==> config.mk <==
export PLATFORM = sky130hd
export DESIGN_NAME = circular_cross_correlator_unit_flat
export DESIGN_NICKNAME = d
export VERILOG_FILES = /design/src/sv/ccc_pkg.sv /design/src/sv/ccc_if.sv /design/src/sv/ccc_store.sv /design/src/sv/ccc_mac.sv /design/src/sv/ccc_ctrl.sv /design/src/sv/circular_cross_correlator_unit.sv /design/src/flat_wrapper.sv
export SDC_FILE = /design/constraint.sdc
export NUM_CORES = 2
export LEC_CHECK = 0
export BUFFER_PORTS_ARGS = -buffer_cell sky130_fd_sc_hd__buf_2
export CORE_UTILIZATION = 45
export DETAILED_ROUTE_END_ITERATION = 10
export PLACE_DENSITY_LB_ADDON = 0.1
export SETUP_SLACK_MARGIN = 0.4
export SKIP_LAST_GASP = 1
export SYNTH_ARGS = -nofsm -noshare
export SYNTH_HDL_FRONTEND = slang
export SYNTH_SLANG_ARGS = --single-unit
==> constraint.sdc <==
create_clock -name clk -period 12.1 [get_ports clk]
set_input_delay 2.42 -clock clk [delete_from_list [all_inputs] [get_ports clk]]
set_output_delay 2.42 -clock clk [all_outputs]
set_load 0.03 [all_outputs]
==> src/sv/ccc_pkg.sv <==
// Shared types and constants for the circular cross-correlator.
package ccc_pkg;

  localparam int SAMPLE_W = 16;
  localparam int PROD_W   = 32;
  localparam int LAG_W    = 6;
  localparam int CORR_W   = 38;

  typedef enum logic [1:0] {
    ST_LOAD,
    ST_ISSUE,
    ST_DRAIN,
    ST_EMIT
  } ctrl_state_t;

  typedef struct packed {
    logic valid;
    logic first;
    logic last;
  } mac_ctl_t;

  typedef struct packed {
    logic             load;
    logic [LAG_W-1:0] lag;
    logic             run_end;
    logic             overflowed;
  } emit_t;

endpackage

==> src/sv/ccc_if.sv <==
// Handshake interfaces for sample pairs and correlation results.
interface ccc_sample_if
  import ccc_pkg::*;
();
  logic                       valid;
  logic                       ready;
  logic signed [SAMPLE_W-1:0] sample_a;
  logic signed [SAMPLE_W-1:0] sample_b;
  logic                       final_pair;

  modport source (output valid, output sample_a, output sample_b, output final_pair,
                  input ready);
  modport sink   (input valid, input sample_a, input sample_b, input final_pair,
                  output ready);
endinterface

interface ccc_result_if
  import ccc_pkg::*;
();
  logic                     valid;
  logic                     ready;
  logic signed [LAG_W-1:0]  lag;
  logic signed [CORR_W-1:0] correlation;
  logic                     run_end;
  logic                     overflowed;

  modport source (output valid, output lag, output correlation, output run_end,
                  output overflowed, input ready);
  modport sink   (input valid, input lag, input correlation, input run_end,
                  input overflowed, output ready);
endinterface

==> src/sv/ccc_store.sv <==
// Sample memories for both sequences, with fill-count zero padding on read.
module ccc_store
  import ccc_pkg::*;
#(
  parameter int DEPTH = 64,
  parameter int AW    = 6,
  parameter int CW    = 7
) (
  input  logic                       clk,
  input  logic                       wr_en,
  input  logic [AW-1:0]              wr_addr,
  input  logic signed [SAMPLE_W-1:0] wr_a,
  input  logic signed [SAMPLE_W-1:0] wr_b,
  input  logic [AW-1:0]              rd_addr_a,
  input  logic [AW-1:0]              rd_addr_b,
  input  logic [CW-1:0]              count,
  output logic signed [SAMPLE_W-1:0] rd_a,
  output logic signed [SAMPLE_W-1:0] rd_b
);

  logic signed [SAMPLE_W-1:0] mem_a [DEPTH];
  logic signed [SAMPLE_W-1:0] mem_b [DEPTH];
  logic signed [SAMPLE_W-1:0] q_a;
  logic signed [SAMPLE_W-1:0] q_b;
  logic                       keep_a;
  logic                       keep_b;

  always_ff @(posedge clk) begin
    if (wr_en) begin
      mem_a[wr_addr] <= wr_a;
      mem_b[wr_addr] <= wr_b;
    end
  end

  always_ff @(posedge clk) begin
    q_a    <= mem_a[rd_addr_a];
    q_b    <= mem_b[rd_addr_b];
    keep_a <= CW'(rd_addr_a) < count;
    keep_b <= CW'(rd_addr_b) < count;
  end

  assign rd_a = keep_a ? q_a : '0;
  assign rd_b = keep_b ? q_b : '0;

endmodule

==> src/sv/ccc_mac.sv <==
// Shared multiply-accumulate unit: registered product, then accumulator.
module ccc_mac
  import ccc_pkg::*;
(
  input  logic                       clk,
  input  logic                       rst,
  input  mac_ctl_t                   ctl,
  input  logic signed [SAMPLE_W-1:0] a,
  input  logic signed [SAMPLE_W-1:0] b,
  output logic signed [CORR_W-1:0]   sum,
  output logic                       done
);

  mac_ctl_t                 ctl_d1;
  mac_ctl_t                 ctl_d2;
  logic signed [PROD_W-1:0] prod;
  logic signed [CORR_W-1:0] acc;

  always_ff @(posedge clk) begin
    if (rst) begin
      ctl_d1 <= '0;
      ctl_d2 <= '0;
      done   <= 1'b0;
    end else begin
      ctl_d1 <= ctl;
      ctl_d2 <= ctl_d1;
      done   <= ctl_d2.valid && ctl_d2.last;
    end
  end

  always_ff @(posedge clk) begin
    if (ctl_d1.valid) begin
      prod <= a * b;
    end
    if (ctl_d2.valid) begin
      acc <= ctl_d2.first ? CORR_W'(prod) : acc + CORR_W'(prod);
    end
  end

  assign sum = acc;

endmodule

==> src/sv/ccc_ctrl.sv <==
// Sequencer: loads pairs, walks lags and taps, hands results to the output stage.
module ccc_ctrl
  import ccc_pkg::*;
#(
  parameter int MAX_POINTS = 64,
  parameter int MIN_POINTS = 8,
  parameter int AW         = 6,
  parameter int CW         = 7
) (
  input  logic          clk,
  input  logic          rst,
  input  logic          in_valid,
  input  logic          in_final,
  output logic          in_ready,
  output logic          wr_en,
  output logic [AW-1:0] wr_addr,
  output logic [AW-1:0] rd_addr_a,
  output logic [AW-1:0] rd_addr_b,
  output logic [CW-1:0] count,
  output mac_ctl_t      ctl,
  input  logic          mac_done,
  input  logic          out_free,
  output emit_t         emit
);

  localparam int DW = ((CW + 1) > LAG_W) ? (CW + 1) : LAG_W;

  ctrl_state_t state;
  ctrl_state_t state_next;
  logic          dropped;
  logic [CW-1:0] n;
  logic [CW-1:0] half;
  logic [AW-1:0] m;
  logic [AW-1:0] j;
  logic [AW-1:0] ia;
  logic [AW-1:0] shift;
  logic [AW-1:0] last_idx;
  logic [AW-1:0] shift_inc;
  logic [CW-1:0] count_next;
  logic [CW-1:0] n_new;
  logic [CW-1:0] half_new;
  logic          accept;
  logic          store_ok;
  logic signed [DW-1:0] lag_wide;

  function automatic logic [CW-1:0] run_size(input logic [CW-1:0] cnt);
    int unsigned nn;
    nn = 1;
    for (int i = 0; i < CW; i++) begin
      if ((nn < cnt || nn < MIN_POINTS) && nn < MAX_POINTS) begin
        nn = nn << 1;
      end
    end
    if (nn > MAX_POINTS) begin
      nn = MAX_POINTS;
    end
    return CW'(nn);
  endfunction

  assign accept     = (state == ST_LOAD) && in_valid;
  assign store_ok   = count < CW'(MAX_POINTS);
  assign count_next = store_ok ? count + CW'(1) : count;
  assign n_new      = run_size(count_next);
  assign half_new   = n_new >> 1;
  assign last_idx   = AW'(n - CW'(1));
  assign shift_inc  = (shift == last_idx) ? '0 : shift + AW'(1);
  assign lag_wide   = DW'(m) - DW'(half);

  always_comb begin
    state_next = state;
    unique case (state)
      ST_LOAD: begin
        if (accept && in_final) state_next = ST_ISSUE;
      end
      ST_ISSUE: begin
        if (j == last_idx) state_next = ST_DRAIN;
      end
      ST_DRAIN: begin
        if (mac_done) state_next = ST_EMIT;
      end
      ST_EMIT: begin
        if (out_free) state_next = (m == last_idx) ? ST_LOAD : ST_ISSUE;
      end
      default: state_next = ST_LOAD;
    endcase
  end

  always_comb begin
    in_ready        = 1'b0;
    wr_en           = 1'b0;
    ctl             = '0;
    emit            = '0;
    emit.lag        = lag_wide[LAG_W-1:0];
    emit.run_end    = (m == last_idx);
    emit.overflowed = dropped;
    unique case (state)
      ST_LOAD: begin
        in_ready = 1'b1;
        wr_en    = accept && store_ok;
      end
      ST_ISSUE: begin
        ctl.valid = 1'b1;
        ctl.first = (j == '0);
        ctl.last  = (j == last_idx);
      end
      ST_DRAIN: begin
      end
      ST_EMIT: begin
        emit.load = out_free;
      end
      default: begin
      end
    endcase
  end

  assign wr_addr   = count[AW-1:0];
  assign rd_addr_a = ia;
  assign rd_addr_b = j;

  always_ff @(posedge clk) begin
    if (rst) begin
      state   <= ST_LOAD;
      count   <= '0;
      dropped <= 1'b0;
    end else begin
      state <= state_next;
      if (accept) begin
        count <= count_next;
        if (!store_ok) dropped <= 1'b1;
      end
      if (state == ST_EMIT && out_free && m == last_idx) begin
        count   <= '0;
        dropped <= 1'b0;
      end
    end
  end

  always_ff @(posedge clk) begin
    unique case (state)
      ST_LOAD: begin
        if (accept && in_final) begin
          n     <= n_new;
          half  <= half_new;
          m     <= '0;
          j     <= '0;
          shift <= AW'(n_new - half_new);
          ia    <= AW'(n_new - half_new);
        end
      end
      ST_ISSUE: begin
        j  <= (j == last_idx) ? '0 : j + AW'(1);
        ia <= (ia == last_idx) ? '0 : ia + AW'(1);
      end
      ST_DRAIN: begin
      end
      ST_EMIT: begin
        if (out_free && m != last_idx) begin
          m     <= m + AW'(1);
          shift <= shift_inc;
          ia    <= shift_inc;
        end
      end
      default: begin
      end
    endcase
  end

endmodule

==> src/sv/circular_cross_correlator_unit.sv <==
// After the final pair each lag is worked out in turn: N taps issue through the one multiplier,
// the product and accumulator pipeline drains, then the result is handed to the output stage;
// the input is held off until the last lag of the run has been handed on.
// Throughput: one pair per cycle while loading; one lag at a time while running.
// Reset (rst, synchronous): empties the stores, clears the drop flag and the result stage.
// Top level of the circular cross-correlator.
module circular_cross_correlator_unit
  import ccc_pkg::*;
#(
  parameter int MAX_POINTS = 64,
  parameter int MIN_POINTS = 8
) (
  input logic         clk,
  input logic         rst,
  ccc_sample_if.sink  samples,
  ccc_result_if.source results
);

  localparam int AW = (MAX_POINTS > 1) ? $clog2(MAX_POINTS) : 1;
  localparam int CW = $clog2(MAX_POINTS + 1);

  logic                       wr_en;
  logic [AW-1:0]              wr_addr;
  logic [AW-1:0]              rd_addr_a;
  logic [AW-1:0]              rd_addr_b;
  logic [CW-1:0]              count;
  logic signed [SAMPLE_W-1:0] rd_a;
  logic signed [SAMPLE_W-1:0] rd_b;
  mac_ctl_t                   ctl;
  logic signed [CORR_W-1:0]   sum;
  logic                       mac_done;
  logic                       out_free;
  emit_t                      emit;
  logic                       res_valid;
  logic signed [LAG_W-1:0]    res_lag;
  logic signed [CORR_W-1:0]   res_corr;
  logic                       res_end;
  logic                       res_ovf;

  ccc_ctrl #(
    .MAX_POINTS(MAX_POINTS),
    .MIN_POINTS(MIN_POINTS),
    .AW(AW),
    .CW(CW)
  ) u_ctrl (
    .clk(clk),
    .rst(rst),
    .in_valid(samples.valid),
    .in_final(samples.final_pair),
    .in_ready(samples.ready),
    .wr_en(wr_en),
    .wr_addr(wr_addr),
    .rd_addr_a(rd_addr_a),
    .rd_addr_b(rd_addr_b),
    .count(count),
    .ctl(ctl),
    .mac_done(mac_done),
    .out_free(out_free),
    .emit(emit)
  );

  ccc_store #(
    .DEPTH(MAX_POINTS),
    .AW(AW),
    .CW(CW)
  ) u_store (
    .clk(clk),
    .wr_en(wr_en),
    .wr_addr(wr_addr),
    .wr_a(samples.sample_a),
    .wr_b(samples.sample_b),
    .rd_addr_a(rd_addr_a),
    .rd_addr_b(rd_addr_b),
    .count(count),
    .rd_a(rd_a),
    .rd_b(rd_b)
  );

  ccc_mac u_mac (
    .clk(clk),
    .rst(rst),
    .ctl(ctl),
    .a(rd_a),
    .b(rd_b),
    .sum(sum),
    .done(mac_done)
  );

  assign out_free = !res_valid || results.ready;

  always_ff @(posedge clk) begin
    if (rst) begin
      res_valid <= 1'b0;
    end else if (emit.load) begin
      res_valid <= 1'b1;
    end else if (results.ready) begin
      res_valid <= 1'b0;
    end
  end

  always_ff @(posedge clk) begin
    if (emit.load) begin
      res_lag  <= emit.lag;
      res_corr <= sum;
      res_end  <= emit.run_end;
      res_ovf  <= emit.overflowed;
    end
  end

  assign results.valid       = res_valid;
  assign results.lag         = res_lag;
  assign results.correlation = res_corr;
  assign results.run_end     = res_end;
  assign results.overflowed  = res_ovf;

endmodule

==> src/flat_wrapper.sv <==
// flat-port wrapper written by rule: the top's interface ports become plain ports
module circular_cross_correlator_unit_flat import ccc_pkg::*;
#(
  parameter int MAX_POINTS = 64,
  parameter int MIN_POINTS = 8
)
  (clk, rst, samples_valid, samples_sample_a, samples_sample_b, samples_final_pair, samples_ready, results_valid, results_lag, results_correlation, results_run_end, results_overflowed, results_ready);
  ccc_sample_if samples_i ();
  ccc_result_if results_i ();
  input logic clk;
  input logic rst;
  input wire logic [$bits(samples_i.valid)-1:0] samples_valid;
  input wire logic [$bits(samples_i.sample_a)-1:0] samples_sample_a;
  input wire logic [$bits(samples_i.sample_b)-1:0] samples_sample_b;
  input wire logic [$bits(samples_i.final_pair)-1:0] samples_final_pair;
  output wire logic [$bits(samples_i.ready)-1:0] samples_ready;
  output wire logic [$bits(results_i.valid)-1:0] results_valid;
  output wire logic [$bits(results_i.lag)-1:0] results_lag;
  output wire logic [$bits(results_i.correlation)-1:0] results_correlation;
  output wire logic [$bits(results_i.run_end)-1:0] results_run_end;
  output wire logic [$bits(results_i.overflowed)-1:0] results_overflowed;
  input wire logic [$bits(results_i.ready)-1:0] results_ready;
  assign samples_i.valid = samples_valid;
  assign samples_i.sample_a = samples_sample_a;
  assign samples_i.sample_b = samples_sample_b;
  assign samples_i.final_pair = samples_final_pair;
  assign samples_ready = samples_i.ready;
  assign results_valid = results_i.valid;
  assign results_lag = results_i.lag;
  assign results_correlation = results_i.correlation;
  assign results_run_end = results_i.run_end;
  assign results_overflowed = results_i.overflowed;
  assign results_i.ready = results_ready;
  circular_cross_correlator_unit #(.MAX_POINTS(MAX_POINTS), .MIN_POINTS(MIN_POINTS)) u_core (.clk(clk), .rst(rst), .samples(samples_i), .results(results_i));
endmodule
# Word-level counts from Yosys, hierarchy flattened
# Memory sizes are Yosys's and may differ from the RTL's. A register that Yosys moved wholly into a read port is not among the register bits.
# Index checks and enable logic that the tools add are counted.
dict set report classes {
  n_addsub 9
  multipliers 1
  div 0
  order_cmp 14
  eq_ne 13
  shift 0
  muxes 34
  bitwise 2
  reduce_logical 29
}
# operator n
set op_table {}
lappend op_table {{$mux W6} 8}
lappend op_table {{$add A38 B32 Y38} 1}
lappend op_table {{$mux W38} 1}
lappend op_table {{$pmux W6 S2} 3}
lappend op_table {{$mul A16 B16 Y32} 1}
lappend op_table {{$mux W16} 2}
lappend op_table {{$add A6 B1 Y6 const B} 4}
lappend op_table {{$eq A6 B6 Y1} 4}
lappend op_table {{$lt A6 B7 Y1} 3}
lappend op_table {{$mux W7} 3}
lappend op_table {{$pmux W6 S3} 1}
lappend op_table {{$lt A7 B7 Y1 const B} 2}
lappend op_table {{$sub A6 B6 Y6} 2}
lappend op_table {{$logic_and A1 B1 Y1} 10}
lappend op_table {{$gt A8 B7 Y1 const B} 1}
lappend op_table {{$mux W1} 8}
lappend op_table {{$mux W2} 4}
lappend op_table {{$mux W8} 1}
lappend op_table {{$pmux W2 S4} 1}
lappend op_table {{$add A7 B1 Y7 const B} 1}
lappend op_table {{$lt A4 B7 Y1 const A} 1}
lappend op_table {{$lt A5 B7 Y1} 1}
lappend op_table {{$lt A5 B7 Y1 const B} 1}
lappend op_table {{$lt A6 B7 Y1 const B} 1}
lappend op_table {{23 further kinds} 37}
dict set report totals {
  regBits 172
  latch_bits 0
  ramBits 2048
  romBits 0
  output_inout_bits 48
  elab_cells 129
  mem_count 2
}
# memory words word_bits rd rd_clocked_by_memory_dff wr line_no
set mem_list {}
lappend mem_list {u_core.u_store.mem_a 64 16 1 1 1 ccc_store.sv:21} ;# logic signed [SAMPLE_W-1:0] mem_a [DEPTH];
lappend mem_list {u_core.u_store.mem_b 64 16 1 1 1 ccc_store.sv:22} ;# logic signed [SAMPLE_W-1:0] mem_b [DEPTH];

# Logic depth before layout (Yosys ltp)
dict set report depth {
  depth_word 21
  ltp_mapped 26
  ltp_nobuf 24
}

# Cells and area by module
# From an unflattened synthesis, not the netlist that was laid out.
dict set report hier_totals {
  cells_unflattened 5397
  hier_area_um2 98192.9
}
# module instances cells_per_inst area_each_um2 seq_area_each_um2
set by_module_without_submodules {}
lappend by_module_without_submodules {ccc_store 1 3538 79578.8 62179.6}
lappend by_module_without_submodules {ccc_mac 1 1535 14488.9 2242.2}
lappend by_module_without_submodules {ccc_ctrl 1 274 2697.6 1041.0}
lappend by_module_without_submodules {circular_cross_correlator_unit 1 50 1427.6 1401.3}

# Worst setup path after synthesis
# Ideal clock, no wire load.
dict set report synth_path {
  path_type {reg-to-reg}
  startpoint {register u_core.u_store.keep_b}
  endpoint {register u_core.u_mac.prod[31], data pin}
  t_arrival_ns 6.131
  required_time_ns 11.840
  path_slack_ns 5.709
  path_stages_with_launch 26
  period_less_slack_ns 6.391
  path_cell_list {dfxtp_1 > clkbuf_1 > and2_1 > clkbuf_1 > nand2_1 > fa_1 > inv_1 > fa_1 > inv_1 > fa_1 > inv_1 > fa_1 > inv_1 > fa_1 > inv_1 > fa_1 > ha_1 > nand4_1 > or2_1 > a211oi_1 > o31ai_1 > a311oi_1 > nand4_1 > nand4b_1 > a21oi_1 > xnor2_1}
}
dict set report synth_between {
  elab_chain_len 2
}
# element line_no
set synth_lines {}
lappend synth_lines {{from (decl)} ccc_store.sv:26} ;# logic keep_b;
lappend synth_lines {{from (signal assigned)} ccc_store.sv:39} ;# keep_b <= CW'(rd_addr_b) < count;
lappend synth_lines {{$mux W16} ccc_store.sv:43} ;# assign rd_b = keep_b ? q_b : '0;
lappend synth_lines {{$mul A16 B16 Y32} ccc_mac.sv:33} ;# prod <= a * b;
lappend synth_lines {{to (signal assigned)} ccc_mac.sv:33}
lappend synth_lines {{to (decl)} ccc_mac.sv:16} ;# logic signed [PROD_W-1:0] prod;
# No other way between the ends.
# A chain may end at the register's enable or synchronous reset.

# Worst setup path after layout
# Same ends and word-level chain as after synthesis.

==> results.yml <==
status:
  outcome: "finished, final reports clean"
drt:
  ant_nets: 0
  drt_wl_total_um: 264400
  drt_pre_antenna_iters: 6
  routedWlPerCell_um: 30.64
  drt_iter0_markers: 5378
  drcViolationCount: 0
  vias: 50580
  vias_per_cell: 5.863
hold_path:
  hp-class: "flop to flop"
logic_synthesis:
  ys_async_sr_fraction_pct: 0
  yosysTopAreaCellShare_pct: 67.43
  synth_seq_cells: 2244
  yosys.area_share.simple_pct: 3.243
  synth.area.mux_share_pct: 13.77
  synth_largest_area_cell: "edfxtp_1"
  synth-adder-area-share_pct: 7.395
  synth_edf_count: 2192
  ys_types: 80
  synth_area_leaders: "edfxtp_1, mux4_2, fa_1"
  synth_fp_nets: 5870
  synth_xor_xnor_area_share_pct: 0.8972
  ys_warn_count: 0
  avgSynthCellArea_um2: 18.03
  synth_top_family_by_area: "multiplexers"
  yosysSeqAreaShare_pct: 68.49
  synth_ff_type: "edfxtp_1"
  syn_area_mm2: 0.09762
  netlist_instances: 5415
  synth-compound-area-share_pct: 3.874
critical_path:
  setup.worst_path.start: "u_core.u_store.keep_b"
  r2r-start: "u_core.u_store.keep_b"
  start_kind: "flop"
  setup.worst_path.class: "flop to flop"
  ff2ff_path_depth: 23
  cp.required_ns: 12.69
  crit_end: "u_core.u_mac.prod[31]"
  cp_num_buf_inv: 5
  max_stage_delay_ns: 0.95
  critical_path_peak_fanout: 34
  r2r_slack_ns: 4.34
  critical_path.top_delay_family: "adder cells"
  cpMostUsedCell: "fa_1"
  regToRegEndpoint: "u_core.u_mac.prod[31]"
  cp_slowest_cell: "dfxtp_1"
  end_kind: "flop"
  cp.depth: 23
  arrival_ns: 8.36
  path_cells: "and2_1 -> nand2_1 -> fa_1 -> inv_1 -> fa_1 -> inv_1 -> fa_1 -> inv_1 -> fa_1 -> inv_1 -> fa_1 -> inv_1 -> fa_1 -> ha_1 -> nand4_1 -> or2_1 -> a211oi_1 -> o31ai_1 -> a311oi_1 -> nand4_1 -> nand4b_1 -> a21oi_1 -> xnor2_1"
power:
  clock_power_share_pct: 27.9
  switching_power_mw: 8.256
  netSwitchingFraction_pct: 34.04
  intPower_mw: 16.00
  leakage_nw: 35.88
  finalPower_mw: 24.25
  ir_worst_vdd_mv: 0.1669
  p_seq_share_pct: 37.6
  comb_power_share_pct: 34.5
  powerDensity_mw_per_mm2: 222.2
floorplan:
  core_mm2: 0.2150
  rows: 170
  fp.dieH_um: 467.8
  start_util_pct: 45.40
  die_w_um: 467.8
  die_area_mm2: 0.2188
  io_pins: 85
clock_network:
  cts_resized: 0
  clockBufferDepth: 3
  cts_made_buffers: 228
  cts_htree_levels: 4
  postCtsSetupBuffers: 0
  clk_latency_ns: 0.87
  cts_tree: "built"
  cts_sinks: 2244
  clk_pin_slew_worst_paths_ns: 0.06
  ctsHoldBuffers: 0
  cts_root_buffer: "clkbuf_16"
grt:
  grt_max_degree: 96
  first_global_vias: 51390
  grt_pass1_wl_um: 378100
  grt_overflow_total: 0
  grt_antenna_before_repair: 22
  grt_util_all_layers_pct: 24.44
placed_design:
  dpl.hpwl_um: 156200
  pre_cts_ws_ns: 4.328
  routabilityCongestion: 0.8949
  portBuffers: 84
  placed_area_mm2: 0.1020
  dp_cells: 8206
timing:
  fin_worst_skew_ns: 0.06225
  slew_headroom_pct: 13.15
  tightest_slew_ns: 1.303
  worst_slack_ns: 4.339
  setup_viol: 0
  tns_ns: 0
  finalCritPeriodShare_pct: 64.14
  fmax_ghz: 0.1288
  timing.hold.ws_ns: 0.4172
  fin_crit_ns: 7.761
  rsz0062_at_grt: "no"
  maxSlewViolCount: 0
  hold_violations: 0
final_layout:
  num-nets-final: 6053
  final_cell_area_mm2: 0.1092
  utilization_pct: 50.76
  stdcell_count: 8627
  final_common_cell: "edfxtp_1"
  drive_gt1_share_pct: 19.70
  syn_to_final_growth_pct: 11.81
  layout_common_cells: "edfxtp_1, mux4_2, inv_1"
job:
  drv_cap: 0
-- worst register-to-register path, delay by kind of cell, from the launching register on --
kind,cells,cell delay (ns)
adder cells (fa/ha/maj),7,3.38
AND/OR/NAND/NOR,6,1.51
AO/OA/AOI/OAI,4,1.30
flip-flops,1,0.95
buffers and inverters,5,0.27
XOR/XNOR,1,0.13
-- flip-flops by register name (all words and copies together), names as in the netlist, 3 cells and up --
register                    count
u_core.u_store.mem_a         1024
u_core.u_store.mem_b         1024
u_core.results.correlation     38
u_core.u_mac.sum               38
u_core.u_mac.prod              32
u_core.u_store.q_a             16
u_core.u_store.q_b             16
u_core.u_ctrl.count             7
u_core.results.lag              6
u_core.u_ctrl.m                 6
u_core.u_ctrl.rd_addr_a         6
u_core.u_ctrl.rd_addr_b         6
u_core.u_ctrl.shift             6
u_core.u_mac.ctl_d1             3
u_core.u_mac.ctl_d2             3
-- per-layer routing --
metal / track usage (%) / vias to the layer above / share of wire, %
li1: - / 21490 / -
met1: 35.77 / 27060 / 44
met2: 38.89 / 1710 / 48
met3: 3.564 / 325 / 6.3
met4: 5.438 / 8 / 2.0
met5: 0 / - / 0.019
-- layout make-up --
type / count / area [um^2]
clock buffer: 296 / 6065
multi-input combinational: 2592 / 28990
clock inverter: 118 / 1040
inverter: 329 / 1235
tap: 2838 / 3551
fill: 17540 / 105900
timing repair buffer: 203 / 1389
sequential: 2244 / 66870
antenna: 7 / 17.52
-- synth_stat cells, drive strengths merged, types with 62 or more instances --
master / count
mux2: 65
edfxtp: 2192
ha: 153
o21ai: 143
nor2: 230
clkbuf: 155
a21oi: 201
o221ai: 67
xnor2: 62
mux2i: 197
fa: 265
mux4: 477
nand2: 314
o22ai: 68
inv: 328
buf: 95
-- worst min path at each step --
stage                                 startpoint                            end  slack, ns  cells after the start
after floorplan           u_core.u_mac.ctl_d2[0]              u_core.u_mac.done       0.40                      2
after global placement    u_core.u_mac.ctl_d2[0]              u_core.u_mac.done       0.41                      2
after detailed placement  u_core.u_mac.ctl_d2[0]              u_core.u_mac.done       0.41                      2
final                     u_core.u_mac.ctl_d2[0]              u_core.u_mac.done       0.42                      2
after global routing         u_core.u_mac.sum[5]  u_core.results.correlation[5]       0.44                      0
after CTS                 u_core.u_mac.ctl_d2[0]              u_core.u_mac.done       0.42                      2
-- kinds of logic (layout without fill, tap and decap cells) --
logic type | after synthesis | after routing
xor gates and xnor gates | 100 | 100
and+or+nand+nor | 731 | 731
adders and majority gates | 418 | 418
buffers and inverters | 579 | 946
AOI/OAI and AO/OA | 604 | 604
muxes | 739 | 739
other | 0 | 7
DFF | 2244 | 2244
-- power by group through the flow --
stage / clock network (mW) / logic, mW / registers [mW]
after floorplan: 0 / 5.73 / 9.19
after global placement: 0 / 8.36 / 9.28
after detailed placement: 0 / 8.41 / 9.28
after CTS: 6.89 / 8.44 / 9.11
after global routing: 7.17 / 9.14 / 9.14
final: 6.77 / 8.37 / 9.11
(Power assumes the default switching activity.)
